$ cat config.mk
export PLATFORM = sky130hd
export DESIGN_NAME = plt_cell
export DESIGN_NICKNAME = d
export VERILOG_FILES = /design/src/hdl/positional_list_table_defines.svh /design/src/hdl/plt_pkg.sv /design/src/hdl/plt_cell.sv
export SDC_FILE = /design/constraint.sdc
export NUM_CORES = 1
export LEC_CHECK = 0
export BUFFER_PORTS_ARGS = -buffer_cell sky130_fd_sc_hd__clkbuf_2
export CORE_MARGIN = 2
export CORE_UTILIZATION = 34
export DETAILED_ROUTE_END_ITERATION = 8
export PLACE_DENSITY = 0.76
export SLEW_MARGIN = 15
export SYNTH_ARGS = -nofsm -noshare
export SYNTH_HDL_FRONTEND = slang
export SYNTH_SLANG_ARGS = --single-unit
$ cat constraint.sdc
create_clock -name clk -period 2.7 [get_ports clk]
set_clock_uncertainty 0.2 [all_clocks]
set_input_delay 0.54 -clock clk [delete_from_list [all_inputs] [get_ports clk]]
set_output_delay 0.54 -clock clk [all_outputs]
set_load 0.005 [all_outputs]
$ cat src/hdl/positional_list_table_defines.svh
// ----------------------------------------------------------------------------
// Positional list table assertion macros
// Shared property templates for the checks at the end of the top level.
// ----------------------------------------------------------------------------
`ifndef POSITIONAL_LIST_TABLE_DEFINES_SVH
`define POSITIONAL_LIST_TABLE_DEFINES_SVH

// Same-cycle implication, sampled on clk and off while rst_n is low.
`define PLT_ASSERT_NOW(lbl, ante, cons, msg) \
  lbl: assert property (@(posedge clk) disable iff (!rst_n) (ante) |-> (cons)) \
    else $error(msg);

// Next-cycle implication, sampled on clk and off while rst_n is low.
`define PLT_ASSERT_NEXT(lbl, ante, cons, msg) \
  lbl: assert property (@(posedge clk) disable iff (!rst_n) (ante) |=> (cons)) \
    else $error(msg);

`endif

$ cat src/hdl/plt_pkg.sv
// ----------------------------------------------------------------------------
// Positional list table package
// Opcodes, status codes, controller states and the cell command bundle.
// ----------------------------------------------------------------------------
package plt_pkg;

  // Width of position-like values broadcast to the cells (covers 4096 slots).
  localparam int PW = 12;

  // Match bits examined per scan cycle.
  localparam int SCAN_LANE = 8;

  typedef enum logic [1:0] {
    OP_CLEAR  = 2'd0,
    OP_INSERT = 2'd1,
    OP_DELETE = 2'd2,
    OP_LOCATE = 2'd3
  } plt_op_t;

  typedef enum logic [1:0] {
    ST_OK       = 2'd0,
    ST_FULL     = 2'd1,
    ST_BADPOS   = 2'd2,
    ST_NOTFOUND = 2'd3
  } plt_status_t;

  typedef enum logic {
    S_IDLE = 1'b0,
    S_SCAN = 1'b1
  } plt_state_t;

  typedef struct packed {
    logic          ins;   // insert at slot, cells above slot take the left neighbor
    logic          del;   // delete at slot, cells from slot take the right neighbor
    logic [PW-1:0] slot;  // zero-based position of the operation
    logic [PW-1:0] tail;  // index of the last live entry
    logic [PW-1:0] fill;  // number of live entries
  } plt_cmd_t;

  typedef struct packed {
    logic done;
    logic hit;
  } plt_scan_sts_t;

endpackage

$ cat src/hdl/plt_cell.sv
// ----------------------------------------------------------------------------
// Positional list table storage cell
// Holds one entry, shifts with its neighbors and flags a value match.
// ----------------------------------------------------------------------------
module plt_cell #(
  parameter int VW  = 32,
  parameter int IDX = 0
) (
  input  logic              clk,
  input  plt_pkg::plt_cmd_t cmd,
  input  logic [VW-1:0]     vnew,
  input  logic [VW-1:0]     left_d,
  input  logic [VW-1:0]     right_d,
  output logic [VW-1:0]     data_q,
  output logic              match
);

  localparam logic [plt_pkg::PW-1:0] MY_IDX = plt_pkg::PW'(IDX);

  logic [VW-1:0] data_r;
  logic [VW-1:0] data_nxt;

  always_comb begin
    data_nxt = data_r;
    priority if (cmd.ins && (MY_IDX > cmd.slot)) begin
      data_nxt = left_d;
    end else if (cmd.ins && (MY_IDX == cmd.slot)) begin
      data_nxt = vnew;
    end else if (cmd.del && (MY_IDX >= cmd.slot) && (MY_IDX < cmd.tail)) begin
      data_nxt = right_d;
    end else begin
      data_nxt = data_r;
    end
  end

  always_ff @(posedge clk) begin
    data_r <= data_nxt;
  end

  // Entries at or beyond the fill level are stale and never match.
  assign match  = (data_r == vnew) && (MY_IDX < cmd.fill);
  assign data_q = data_r;

endmodule

==> results.sh <==
export IMPL_outcome="complete, no violations"
export IMPL_rsz0062_at_grt="no"
export IMPL_via_count=1556
export IMPL_rows=27
export IMPL_power_frac_seq=0.481
export IMPL_critPathLaunchType="flip-flop"
export IMPL_cp_cell_sequence="xor2_1, nor4_2, nand4_1, nor4_1, clkbuf_2"
export IMPL_die_w_um=79.3
export IMPL_cts_buffers=5
export IMPL_max_freq_mhz=400
export IMPL_critical_path_max_stage_delay_ns=0.41
export IMPL_tightest_slew_ns=0.591
export IMPL_die_y_um=79.3
export IMPL_largest_reg_flops=32
export IMPL_min_path_cells=2
export IMPL_netlist_area_mm2=0.00193
export IMPL_yosysSeqAreaShare=0.499
export IMPL_syn_instance_count=125
export IMPL_yosysTopAreaCellShare=0.499
export IMPL_grt_pass1_vias=1583
export IMPL_synthTopCellsByCount="edfxtp_1, mux2_4, xor2_1"
export IMPL_io_buffer_count=135
export IMPL_cellLeakagePower_uw=0.00136
export IMPL_grt_usage=0.142
export IMPL_postRouteAntennaNets=0
export IMPL_final_nets=401
export IMPL_cp_data_arrival_time_ns=1.76
export IMPL_hold_viol=0
export IMPL_setup_viol=0
export IMPL_clkTransAtPathRegs_ns=0.07
export IMPL_synth_edff_count=32
export IMPL_drv_cap=0
export IMPL_clkPwrFrac=0.386
export IMPL_cts_tree="yes"
export IMPL_antenna_found_initial=0
export IMPL_hold_path_class="in -> reg"
export IMPL_ys_warn_count=0
export IMPL_ys_types=13
export IMPL_crit_required_ns=1.96
export IMPL_cts_max_path_buffers=2
export IMPL_syn2layout_area_growth_pct=45.7
export IMPL_htreeDepth=2
export IMPL_period_minus_slack_ns=2.50
export IMPL_ys_ff_latch=32
export IMPL_gr_total_overflow=0
export IMPL_drt_iter0_drc=37
export IMPL_synth_flop_cell="edfxtp_1"
export IMPL_via_per_inst=4.59
export IMPL_whs_endpoint="data_q[19]"
export IMPL_wire_per_inst_um=13.3
export IMPL_initial_core_util=0.350
export IMPL_n_antenna_cell=0
export IMPL_cts_sinks=32
export IMPL_hold_path_startpoint="right_d[19]"
export IMPL_crit_type="reg -> out"
export IMPL_max_slew_margin=0.606
export IMPL_yosys_area_top_type="edfxtp_1"
export IMPL_dpl_hpwl_um=3630
export IMPL_p_switching_uw=222
export IMPL_peakVddDrop_mv=0.184
export IMPL_first_pass_iters=4
export IMPL_synthTopCellsByArea="edfxtp_1, mux2_4, xor2_1, nor4_1, xnor2_1"
export IMPL_async_flop_share=0
export IMPL_period_share=0.925
export IMPL_setup_tns_ns=0
export IMPL_p_sw_frac=0.196
export IMPL_combPwrFrac=0.132
export IMPL_synth_most_common_cell="edfxtp_1"
export IMPL_wirelength_um=4520
export IMPL_fp_dieArea_mm2=0.00629
export IMPL_route_detailed_drc=0
export IMPL_syn_num_nets=260
export IMPL_crit_fanout=2
export IMPL_drive_gt1_frac=0.682
export IMPL_final_util=0.510
export IMPL_crit_path_end_kind="output port"
export IMPL_place_congestion=0.720
export IMPL_ios=168
export IMPL_p_int_uw=913
export IMPL_grt_pass1_wl_um=6870
export IMPL_core_area_mm2=0.00551
export IMPL_syn_area_per_cell_um2=15.4
export IMPL_finalMaxSlewViolations=0
export IMPL_cp_slowest_cell="edfxtp_1"
export IMPL_grt_max_degree=33
export IMPL_cts_root_buf="clkbuf_8"
export IMPL_powerDensity_mw_per_mm2=404
-- critical path, delay by kind of cell (launching register included) --
kind / cells / cell delay (ns)
flops: 1 / 0.41
xor+xnor: 1 / 0.18
buf+inv: 1 / 0.16
simple gates: 3 / 0.72
-- logic make-up (layout without fill, tap and decap cells) --
logic type,count (synthesis),in the layout,share of synthesized area
AND/OR/NAND/NOR,25,25,0.0903
multiplexers,32,32,0.245
AO/OA/AOI/OAI,1,1,0.00259
flip-flops,32,32,0.499
XOR/XNOR,32,32,0.145
buffers and inverters,3,145,0.0175
-- cells in the final DEF, fill, tap and decap left out --
cell type and instances:
edfxtp_1 32, xor2_1 24, nand4_2 1, mux2_2 2
buf_4 1, nand3_1 4, nor2_2 1, nor4_1 11
xnor2_1 8, buf_12 1, nor4_2 5, clkbuf_2 135
clkbuf_8 5, nand4_1 3, mux2_4 30, clkinv_1 2
bufinv_16 1, a21oi_1 1
-- power by group through the flow --
| stage | Sequential, uW | Clock (uW) | Combinational (uW) |
|---|---|---|---|
| global placement | 557 | 0 | 145 |
| CTS | 546 | 449 | 150 |
| global route | 546 | 468 | 165 |
| detailed placement | 557 | 0 | 149 |
| finish | 546 | 439 | 150 |
| floorplan | 557 | 0 | 57.4 |
-- per-layer routing --
| layer | GRT usage | wire length [um] | up-vias |
|---|---|---|---|
| met5 | 0 | 0 | - |
| met4 | 0.0483 | 44 | 0 |
| met3 | 0.0455 | 403 | 7 |
| met2 | 0.266 | 2270 | 79 |
| met1 | 0.149 | 1800 | 704 |
| li1 | - | - | 766 |
-- metrics by stage --
stage | area (um^2) | setup WS, ns | instances | hold WS [ns] | total power (uW)
after floorplan | 1930 | 0.234 | 125 | 0.557 | 614
after global placement | 2690 | 0.150 | 331 | 0.642 | 702
after detailed placement | 2690 | 0.123 | 331 | 0.648 | 706
after CTS | 2800 | 0.0384 | 339 | 0.346 | 1150
after global routing | 2810 | 0.0184 | 339 | 0.349 | 1180
final | 2810 | 0.202 | 339 | 0.356 | 1130
-- how the worst max path moves through the flow --
stage | cells past startpoint | end | startpoint
global placement | 6 | match | vnew[19]
global route | 5 | match | data_q[19]
finish | 5 | match | data_q[19]
floorplan | 3 | data_q[0] | cmd[29]
CTS | 5 | match | data_q[19]
detailed placement | 6 | match | vnew[19]
-- cell type report --
cell class,instances,area (um^2)
tap,72,90.1
multi-input combinational,90,947
clock buffer,5,68.8
fill,484,2700
sequential,32,961
clock inverter,3,37.5
timing repair buffer,137,703
-- what timing repair did --
action                                  in CTS  in global routing
setup buffers                                0                  0
endpoints found under the setup margin       0                  1
resized for setup                            0                  2
hold buffers                                 0                  0
No activity file was read; power rests on OpenSTA's default activity.
