## src/hdl/positional_list_table_defines.svh

```systemverilog
// ----------------------------------------------------------------------------
// Positional list table assertion macros
// Shared property templates for the checks at the end of the top level.
// ----------------------------------------------------------------------------
`ifndef POSITIONAL_LIST_TABLE_DEFINES_SVH
`define POSITIONAL_LIST_TABLE_DEFINES_SVH

// Same-cycle implication, sampled on clk and off while rst_n is low.
`define PLT_ASSERT_NOW(lbl, ante, cons, msg) \
  lbl: assert property (@(posedge clk) disable iff (!rst_n) (ante) |-> (cons)) \
    else $error(msg);

// Next-cycle implication, sampled on clk and off while rst_n is low.
`define PLT_ASSERT_NEXT(lbl, ante, cons, msg) \
  lbl: assert property (@(posedge clk) disable iff (!rst_n) (ante) |=> (cons)) \
    else $error(msg);

`endif

```

## src/hdl/plt_pkg.sv

```systemverilog
// ----------------------------------------------------------------------------
// Positional list table package
// Opcodes, status codes, controller states and the cell command bundle.
// ----------------------------------------------------------------------------
package plt_pkg;

  // Width of position-like values broadcast to the cells (covers 4096 slots).
  localparam int PW = 12;

  // Match bits examined per scan cycle.
  localparam int SCAN_LANE = 8;

  typedef enum logic [1:0] {
    OP_CLEAR  = 2'd0,
    OP_INSERT = 2'd1,
    OP_DELETE = 2'd2,
    OP_LOCATE = 2'd3
  } plt_op_t;

  typedef enum logic [1:0] {
    ST_OK       = 2'd0,
    ST_FULL     = 2'd1,
    ST_BADPOS   = 2'd2,
    ST_NOTFOUND = 2'd3
  } plt_status_t;

  typedef enum logic {
    S_IDLE = 1'b0,
    S_SCAN = 1'b1
  } plt_state_t;

  typedef struct packed {
    logic          ins;   // insert at slot, cells above slot take the left neighbor
    logic          del;   // delete at slot, cells from slot take the right neighbor
    logic [PW-1:0] slot;  // zero-based position of the operation
    logic [PW-1:0] tail;  // index of the last live entry
    logic [PW-1:0] fill;  // number of live entries
  } plt_cmd_t;

  typedef struct packed {
    logic done;
    logic hit;
  } plt_scan_sts_t;

endpackage

```

## src/hdl/plt_scan.sv

```systemverilog
// ----------------------------------------------------------------------------
// Positional list table match scanner
// Walks the captured match vector one lane of bits per cycle, lowest first.
// ----------------------------------------------------------------------------
module plt_scan #(
  parameter int CAPACITY = 64,
  parameter int IW       = 6
) (
  input  logic                        clk,
  input  logic                        rst_n,
  input  logic                        load,
  input  logic [CAPACITY-1:0]         match_in,
  output plt_pkg::plt_scan_sts_t      sts,
  output logic [IW-1:0]               hit_idx
);

  localparam int LANE = plt_pkg::SCAN_LANE;
  localparam int NCH  = (CAPACITY + LANE - 1) / LANE;
  localparam int MW   = NCH * LANE;
  localparam int LW   = $clog2(LANE);

  logic [MW-1:0]   mvec_r;
  logic [MW-1:0]   mvec_nxt;
  logic [IW-1:0]   base_r;
  logic [IW-1:0]   base_nxt;
  logic [LANE-1:0] chunk;
  logic [LW-1:0]   enc;

  assign chunk = mvec_r[LANE-1:0];

  // Lowest set bit of the current lane.
  always_comb begin
    enc = '0;
    for (int i = LANE - 1; i >= 0; i--) begin
      if (chunk[i]) begin
        enc = LW'(i);
      end
    end
  end

  assign sts.hit  = |chunk;
  assign sts.done = sts.hit || (mvec_r == '0);
  assign hit_idx  = base_r + IW'(enc);

  always_comb begin
    mvec_nxt = mvec_r;
    base_nxt = base_r;
    if (load) begin
      mvec_nxt = MW'(match_in);
      base_nxt = '0;
    end else if (!sts.done) begin
      mvec_nxt = mvec_r >> LANE;
      base_nxt = base_r + IW'(LANE);
    end
  end

  always_ff @(posedge clk) begin
    if (!rst_n) begin
      mvec_r <= '0;
      base_r <= '0;
    end else begin
      mvec_r <= mvec_nxt;
      base_r <= base_nxt;
    end
  end

endmodule

```

## config.mk

```make
export PLATFORM = sky130hd
export DESIGN_NAME = plt_scan
export DESIGN_NICKNAME = d
export VERILOG_FILES = /design/src/hdl/positional_list_table_defines.svh /design/src/hdl/plt_pkg.sv /design/src/hdl/plt_scan.sv
export SDC_FILE = /design/constraint.sdc
export NUM_CORES = 1
export LEC_CHECK = 0
export BUFFER_PORTS_ARGS = -buffer_cell sky130_fd_sc_hd__buf_2
export CORE_MARGIN = 1
export CORE_UTILIZATION = 32
export CTS_BUF_LIST = sky130_fd_sc_hd__clkbuf_2
export DETAILED_ROUTE_END_ITERATION = 16
export PLACE_DENSITY_LB_ADDON = 0.12
export SYNTH_ARGS = -nofsm -noshare
export SYNTH_HDL_FRONTEND = slang
export SYNTH_SLANG_ARGS = --single-unit
```

## constraint.sdc

```tcl
create_clock -name clk -period 2.1 [get_ports clk]
set_clock_uncertainty 0.05 [all_clocks]
set_input_delay 0.105 -clock clk [delete_from_list [all_inputs] [get_ports clk]]
set_output_delay 0.105 -clock clk [all_outputs]
set_load 0.02 [all_outputs]
```

==> results of run 1 <==
critical path: stages (launching register included):
cell     delay [ns]
dfxtp_2        0.38
nor4_4         0.29
nand4_1        0.18
nor4_4         0.29
buf_4          0.18
nor2_4         0.04
inv_2          0.05
buf_6          0.11
synth_stat cells:
cell / instances / share of area
nand3_1: 17 / 0.029
or3_1: 2 / 0.0043
a21oi_1: 114 / 0.19
inv_1: 4 / 0.0051
inv_2: 1 / 0.0013
buf_1: 2 / 0.0026
dfxtp_1: 67 / 0.46
nor4_4: 1 / 0.0073
mux2i_1: 1 / 0.0034
nor2_2: 1 / 0.0021
and2b_1: 1 / 0.0026
and2_1: 1 / 0.0021
nand4_1: 3 / 0.0064
nor3_1: 3 / 0.0051
ha_1: 1 / 0.0043
o21ai_0: 65 / 0.11
nor2_1: 2 / 0.0026
o21bai_1: 1 / 0.0026
buf_2: 1 / 0.0017
o211a_1: 1 / 0.0034
nor2b_1: 1 / 0.0021
nor4_1: 16 / 0.034
clkbuf_1: 25 / 0.032
nand2_1: 54 / 0.069
buf_4: 5 / 0.013
where the power goes:
group / switching [W] / total, W / internal [W]
Clock: 0.000407 / 0.000556 / 0.000150
Combinational: 0.000283 / 0.000578 / 0.000295
Sequential: 0.000105 / 0.00147 / 0.00137
Total: 0.000794 / 0.00261 / 0.00181
routing by layer:
| layer | track usage | wire, microns | vias up |
|---|---|---|---|
| met1 | 0.2529 | 4205 | 1501 |
| met2 | 0.3290 | 4391 | 57 |
| met3 | 0.05036 | 316 | 4 |
| met5 | 0 | 0 | - |
| met4 | 0.03846 | 48 | 0 |
| li1 | - | - | 1665 |
registers in the layout, summed over array words and instances, names as in the netlist:
name and flops:
base_r 3, mvec_r 64
cell families (layout without fill, tap and decap cells):
| group | Yosys count | in the layout | share of synthesized area |
|---|---|---|---|
| muxes | 1 | 1 | 0.003417 |
| and+or+nand+nor | 102 | 102 | 0.1670 |
| buffers and inverters | 38 | 176 | 0.05553 |
| AOI/OAI and AO/OA | 181 | 181 | 0.3118 |
| adders and majority gates | 1 | 1 | 0.004271 |
| DFF | 67 | 67 | 0.4579 |
stage by stage:
stage / hold slack, ns / worst slack, ns
finish: 0.05347 / -0.02194
floorplan: 0.1854 / 0.5813
detailed placement: 0.2915 / 0.1953
CTS: 0.0002201 / -0.09750
global placement: 0.2943 / 0.2392
global route: 0.01504 / -0.2106
layout make-up:
class | count | area, sq um | area share
inverters | 5 | 23.77 | 0.005463
multi-input cells | 285 | 1551 | 0.3565
flip-flops and latches | 67 | 1358 | 0.3120
repair buffers | 158 | 1220 | 0.2803
well taps | 108 | 135.1 | 0.03105
clock inverters | 1 | 3.754 | 0.0008626
clock buffers | 12 | 60.06 | 0.01380
path summary, 6_finish.rpt:
path	from	end	slack [ns]	cells after the start
setup / recovery	mvec_r[8]$_SDFFE_PN0P_	sts[1]	-0.02	7
hold / removal	rst_n	mvec_r[53]$_SDFFE_PN0P_	0.05	3
setup reg to reg	mvec_r[1]$_SDFFE_PN0P_	base_r[5]$_SDFFE_PP0N_	0.16	7
hold reg to reg	mvec_r[41]$_SDFFE_PN0P_	mvec_r[41]$_SDFFE_PN0P_	0.44	2
what timing repair did:
item,CTS,global route
hold endpoints to repair,64,0
gates resized for setup,14,24
pin swaps,4,7
setup endpoints to repair,2,2
setup buffers,3,2
hold buffers,72,0
==> results.py, run 1 <==
metrics = {
    "floorplan": {
        "core.rowCount": 34,
        "start_util": 0.3326,
        "die_area_sq_mm": 0.009539,
        "io_pins": 75,
        "coreArea_sq_mm": 0.008806,
        "die_w_microns": 97.67,
        "die_height_microns": 97.67,
    },
    "detailed_routing": {
        "drc_errors": 6,
        "drtIter0Drc": 98,
        "drtAntennaViolNets": 0,
        "route.detailed.wl_per_inst_microns": 14.09,
        "drt_pass1_iterations": 10,
        "num_vias": 3227,
        "wirelength_microns": 8961,
        "vias_per_cell": 5.074,
    },
    "placement": {
        "portBuffers": 74,
        "placed_area_sq_mm": 0.003369,
        "gp_congestion": 0.7522,
        "place_hpwl_microns": 5903,
        "dp.cells": 546,
    },
    "synthesis": {
        "syn_area_per_cell_sq_um": 7.510,
        "synth_cell_types": 25,
        "synth_area_sq_mm": 0.002929,
        "yosysWarnings": 0,
        "syn-num-nets": 458,
        "synth.yosys.seq_area_share": 0.4579,
        "ys_seq_elements": 67,
        "syn_inst": 390,
    },
    "sta": {
        "max_freq_ghz": 0.4713,
        "maxSlewHeadroom": 0.6078,
        "rsz0062_at_grt": "yes",
        "fin_crit_sh": 1.010,
        "period_minus_slack_ns": 2.122,
        "drv_slew": 0,
        "finalSetupTns_ns": -0.02194,
        "hold_violations": 0,
        "worst_slack_ns": -0.02194,
        "max_slew.worst_pin.slew_ns": 0.5883,
        "final-setup-viol-count": 1,
    },
    "critical_path": {
        "critPathArrivalTime_ns": 1.97,
        "cp-end-kind": "output pin",
        "worst_setup_path_start_kind": "register",
        "cp_max_fo": 4,
        "cp.required_ns": 1.95,
        "path_class": "register to output pin",
    },
    "global_route": {
        "grt_pass1_wl_microns": 15000,
        "grt_start_max_net_pins": 58,
        "grt_pass1_vias": 3123,
        "grt-ovfl-total": 0,
        "antenna_found_initial": 0,
        "grt_use_total": 0.1957,
    },
    "final_layout": {
        "n_antenna_cell": 0,
        "nNetsFinal": 594,
        "final_cells": 636,
        "area_growth_syn_to_layout_pct": 48.57,
        "utilization": 0.4942,
        "fin_area_sq_mm": 0.004352,
        "drive_gt1_frac": 0.2386,
        "layout_commonest_cell": "a21oi_1",
        "final_cell_mix": "a21oi_1 (114), buf_2 (73), dlygate4sd3_1 (72)",
        "fill_cells": 915,
    },
    "clock_tree": {
        "cts_made_buffers": 9,
        "cts_tree": "done",
        "clk_latency_ns": 0.46,
        "cts-htree-levels": 3,
        "clk_pin_slew_ns": 0.16,
        "cts_buffer_depth": 2,
        "cts_sinks": 67,
        "cts-root-buf": "clkbuf_2",
    },
    "pwr": {
        "power.total_w": 0.002607,
        "p_leak_nw": 1.764,
        "p_per_area_mw_per_mm2": 599.1,
        "vdd_drop_max_mv": 0.3108,
    },
    "flow_run": {
        "drv_cap": 0,
    },
    "min_path": {
        "hp-class": "primary input to register",
    },
    "status": {
        "status": "finished, violations left",
        "violations": "design-rule violations, negative setup slack",
    },
}
No activity file was read; power rests on OpenSTA's default activity.
==> run 2: changes to the inputs <==
RECOVER_POWER = 25   (was unset)
==> results.py, run 2 (synthesis gave the netlist of run 1 again) <==
metrics = {
    "critical_path": {
        "cp.required_ns": 1.95,
        "cp_max_fo": 4,
        "critPathArrivalTime_ns": 1.97,
        "reg2reg_from": "mvec_r[1]$_SDFFE_PN0P_",
        "rr_endpoint": "base_r[5]$_SDFFE_PP0N_",
        "worst_setup_path_start_kind": "register",
        "worstRegToRegCells": 7,
        "r2r_slack_ns": 0.16,
        "path_class": "register to output pin",
        "cp-end-kind": "output pin",
    },
    "detailed_routing": {
        "drtIter0Drc": 97,
        "routed-wl-met2_microns": 4396,
        "num_vias": 3235,
        "drtAntennaViolNets": 0,
        "route.detailed.wl_per_inst_microns": 14.11,
        "top_layer_used": "met4",
        "wl_met3_microns": 327,
        "wl_met1_microns": 4200,
        "vias_per_cell": 5.086,
        "drt_pass1_iterations": 10,
        "wirelength_microns": 8972,
        "drc_errors": 6,
    },
    "global_route": {
        "grt_pass1_wl_microns": 15000,
        "grt_use_total": 0.1957,
        "grt_start_max_net_pins": 58,
        "antenna_found_initial": 0,
        "grt-ovfl-total": 0,
        "grt_pass1_vias": 3123,
    },
    "floorplan": {
        "die_area_sq_mm": 0.009539,
        "start_util": 0.3326,
        "die_height_microns": 97.67,
        "core.rowCount": 34,
        "die_w_microns": 97.67,
        "coreArea_sq_mm": 0.008806,
        "io_pins": 75,
    },
    "placement": {
        "place_hpwl_microns": 5903,
        "portBuffers": 74,
        "gp_congestion": 0.7522,
        "post-place-ws_ns": 0.1953,
    },
    "clock_tree": {
        "cts-htree-levels": 3,
        "cts-root-buf": "clkbuf_2",
        "cts_buffer_depth": 2,
        "clk_pin_slew_ns": 0.16,
        "cts_tree": "done",
        "cts_sinks": 67,
        "cts_made_buffers": 9,
        "clk_latency_ns": 0.46,
    },
    "final_layout": {
        "layout_commonest_cell": "a21oi_1",
        "regMostFlops": "mvec_r",
        "area_growth_syn_to_layout_pct": 48.44,
        "final_cell_mix": "a21oi_1 (114), dlygate4sd3_1 (72), buf_2 (70)",
        "largest_reg_flops": 64,
        "fill_cells": 915,
        "drive_gt1_frac": 0.2330,
        "nNetsFinal": 594,
        "top_regs": "mvec_r (64), base_r (3)",
        "n_antenna_cell": 0,
    },
    "sta": {
        "fin_crit_sh": 1.013,
        "hold_ws_ns": 0.05200,
        "rsz0062_at_grt": "yes",
        "final-setup-viol-count": 1,
        "worst_slack_ns": -0.02658,
        "max_freq_ghz": 0.4702,
        "hold_violations": 0,
        "maxSlewHeadroom": 0.6080,
        "drv_slew": 0,
        "max_slew.worst_pin.slew_ns": 0.5880,
        "period_minus_slack_ns": 2.127,
    },
    "status": {
        "status": "finished, violations left",
        "violations": "design-rule violations, negative setup slack",
    },
    "min_path": {
        "hp-class": "primary input to register",
        "worstHoldStart": "rst_n",
        "hold_end": "mvec_r[53]$_SDFFE_PN0P_",
        "whs_path_depth": 3,
    },
    "flow_run": {
        "drv_cap": 0,
    },
    "pwr": {
        "vdd_drop_max_mv": 0.3107,
        "p_per_area_mw_per_mm2": 599.7,
        "p_leak_nw": 1.751,
    },
}
-- run 2: worst max-delay path by stage --
stage                                        from      to  slack [ns]  cells after the start
after floorplan           mvec_r[47]$_SDFFE_PN0P_  sts[1]        0.58                      5
after global placement    mvec_r[60]$_SDFFE_PN0P_  sts[1]        0.24                      6
after detailed placement   mvec_r[0]$_SDFFE_PN0P_  sts[1]        0.20                      6
after CTS                 mvec_r[34]$_SDFFE_PN0P_  sts[1]        -0.1                      7
after global routing      mvec_r[41]$_SDFFE_PN0P_  sts[1]       -0.21                      7
final                      mvec_r[8]$_SDFFE_PN0P_  sts[1]       -0.03                      7
-- run 2: what timing repair did --
item                                   4_1_cts  5_1_grt
setup endpoints to repair                    2        2
buffers inserted                             3        2
endpoints found under the hold margin       64        0
gates resized for setup                     14       24
pin swaps                                    4        7
hold buffers                                72        0
-- run 2: area by class of cell --
| cell class | instances | area, sq um | area share |
|---|---|---|---|
| tap | 108 | 135.1 | 0.03108 |
| timing repair buffer | 158 | 1216 | 0.2797 |
| sequential | 67 | 1358 | 0.3122 |
| clock buffer | 12 | 60.06 | 0.01381 |
| inverter | 5 | 23.77 | 0.005468 |
| multi-input combinational | 285 | 1551 | 0.3568 |
| clock inverter | 1 | 3.754 | 0.0008633 |
-- run 2: where the power goes --
group	internal, W	leakage, nW	switching (W)
registers	0.00137	0.560	0.000105
logic	0.000295	1.14	0.000282
clock network	0.000150	0.0514	0.000407
total	0.00181	1.75	0.000795
-- run 2: worst max-delay path, stage by stage (launching register included) --
cell	delay, ns
dfxtp_2	0.38
nor4_4	0.29
nand4_1	0.18
nor4_4	0.29
buf_4	0.18
nor2_4	0.05
inv_2	0.05
buf_6	0.11
-- run 2: metrics by stage --
step | utilization | instance area [sq um] | setup TNS [ns] | power [W] | instances
finish | 0.4937 | 4348 | -0.02658 | 0.002607 | 636
global route | 0.4937 | 4348 | -0.2304 | 0.002767 | 636
CTS | 0.4807 | 4233 | -0.1453 | 0.002598 | 634
detailed placement | 0.3826 | 3369 | 0 | 0.001912 | 546
global placement | 0.3826 | 3369 | 0 | 0.001907 | 546
floorplan | - | 2929 | 0 | 0.001740 | 390
-- run 2: routing by layer --
layer / track usage / up-vias
met5: 0 / -
met4: 0.03846 / 0
li1: - / 1664
met2: 0.3290 / 65
met1: 0.2529 / 1502
met3: 0.05036 / 4
==> run 3: changes to the inputs <==
REMOVE_ABC_BUFFERS = 1   (was unset)
==> results.py, run 3 (synthesis gave the netlist of run 1 again) <==
metrics = {
    "status": {
        "status": "finished, violations left",
        "violations": "design-rule violations, negative setup slack",
    },
    "final_layout": {
        "n_antenna_cell": 0,
        "top_regs": "mvec_r (64), base_r (3)",
        "largest_reg_flops": 64,
        "regMostFlops": "mvec_r",
        "final_cell_mix": "a21oi_1 (114), buf_2 (70), o21ai_0 (65)",
        "layout_commonest_cell": "a21oi_1",
        "nNetsFinal": 591,
        "seq_area_sq_mm": 0.001355,
        "fill_cells": 896,
        "area_growth_syn_to_layout_pct": 48.10,
        "multi_input_area_sq_mm": 0.001560,
        "utilization": 0.4926,
        "drive_gt1_frac": 0.2348,
        "fin_area_sq_mm": 0.004338,
    },
    "detailed_routing": {
        "drc_errors": 10,
        "wirelength_microns": 9196,
        "drtAntennaViolNets": 0,
        "num_vias": 3255,
        "route.detailed.wl_per_inst_microns": 14.46,
        "drtIter0Drc": 139,
        "drt_pass1_iterations": 11,
        "vias_per_cell": 5.118,
    },
    "pwr": {
        "p_per_area_mw_per_mm2": 664.2,
        "p_leak_nw": 1.757,
        "power.total_w": 0.002881,
        "vdd_drop_max_mv": 0.3311,
    },
    "sta": {
        "max_freq_ghz": 0.4553,
        "fin_crit_sh": 1.046,
        "maxSlewHeadroom": 0.5993,
        "max_slew.worst_pin.slew_ns": 0.6011,
        "worst_slack_ns": -0.09644,
        "drv_slew": 0,
        "period_minus_slack_ns": 2.196,
        "hold_violations": 0,
        "final-setup-viol-count": 2,
        "finalSetupTns_ns": -0.1033,
        "rsz0062_at_grt": "yes",
    },
    "clock_tree": {
        "clk_pin_slew_ns": 0.17,
        "cts_buffer_depth": 2,
        "clk_latency_ns": 0.52,
        "cts_sinks": 67,
        "cts_tree": "done",
        "cts_made_buffers": 9,
        "cts-htree-levels": 3,
        "cts-root-buf": "clkbuf_2",
    },
    "global_route": {
        "met1_usage": 0.2568,
        "grt_start_max_net_pins": 57,
        "grt_use_total": 0.1977,
        "busiest_layer": "met2",
        "grt_pass1_wl_microns": 15080,
        "grtUsageMet2": 0.3219,
        "use_met3": 0.04604,
        "antenna_found_initial": 0,
        "grt-ovfl-total": 0,
        "grt_pass1_vias": 3156,
    },
    "critical_path": {
        "cp.required_ns": 1.95,
        "path_class": "register to output pin",
        "cp_max_fo": 4,
        "worst_setup_path_start_kind": "register",
        "cp-end-kind": "output pin",
        "critPathArrivalTime_ns": 2.04,
    },
    "placement": {
        "gp_congestion": 0.7405,
        "placed_area_sq_mm": 0.003379,
        "place_hpwl_microns": 5732,
        "portBuffers": 74,
    },
    "flow_run": {
        "drv_cap": 0,
    },
    "floorplan": {
        "core.rowCount": 34,
        "coreArea_sq_mm": 0.008806,
        "io_pins": 75,
        "die_height_microns": 97.67,
        "start_util": 0.3326,
        "die_area_sq_mm": 0.009539,
        "die_w_microns": 97.67,
    },
    "min_path": {
        "hp-class": "primary input to register",
    },
}
==> run 3: area by class of cell <==
| type | count | share of cell area |
|---|---|---|
| Tap cell | 108 | 0.03115 |
| Multi-Input combinational cell | 285 | 0.3597 |
| Timing Repair Buffer | 155 | 0.2631 |
| Clock buffer | 9 | 0.01038 |
| Clock inverter | 7 | 0.01904 |
| Sequential cell | 67 | 0.3124 |
| Inverter | 5 | 0.004327 |
==> run 3: metal layers <==
metal | routed length (microns) | part of all wire | vias up
met5 | 0 | 0 | -
met4 | 143 | 0.016 | 0
met3 | 510 | 0.055 | 14
met2 | 4303 | 0.47 | 96
met1 | 4239 | 0.46 | 1479
li1 | - | - | 1666
==> run 3: timing repair <==
item | CTS | global route
resized for setup | 16 | 16
hold buffers | 64 | 0
endpoints found under the setup margin | 2 | 2
pin swaps | 6 | 7
buffers inserted | 4 | 3
hold endpoints to repair | 64 | 0
==> run 3: through the flow <==
stage	instances	hold WS (ns)	worst slack, ns
after floorplan	357	0.1853	-0.9370
after global placement	549	0.2794	0.2086
after detailed placement	549	0.2874	0.1819
after CTS	633	0.01276	-0.1308
after global routing	636	0.04902	-0.2385
final	636	0.03777	-0.09644
==> run 3: worst max-delay path, cell delays in order, from the launching register on <==
cell and delay [ns]:
dfxtp_4 0.39, nor4_4 0.30, nand4_1 0.18, nor4_4 0.29, buf_4 0.18, nor2_4 0.04
inv_2 0.05, buf_6 0.10
==> run 3: final timing paths <==
| kind | from | cells after the start | end | slack, ns |
|---|---|---|---|---|
| max reg2reg | mvec_r[4]$_SDFFE_PN0P_ | 6 | mvec_r[13]$_SDFFE_PN0P_ | 0.05 |
| min | rst_n | 3 | mvec_r[1]$_SDFFE_PN0P_ | 0.04 |
| min reg2reg | mvec_r[28]$_SDFFE_PN0P_ | 2 | mvec_r[28]$_SDFFE_PN0P_ | 0.44 |
| max | mvec_r[10]$_SDFFE_PN0P_ | 7 | sts[1] | -0.1 |
==> run 3: where the power goes <==
| group | switching [W] | internal (W) |
|---|---|---|
| registers | 0.000105 | 0.00137 |
| logic | 0.000284 | 0.000283 |
| clock network | 0.000462 | 0.000381 |
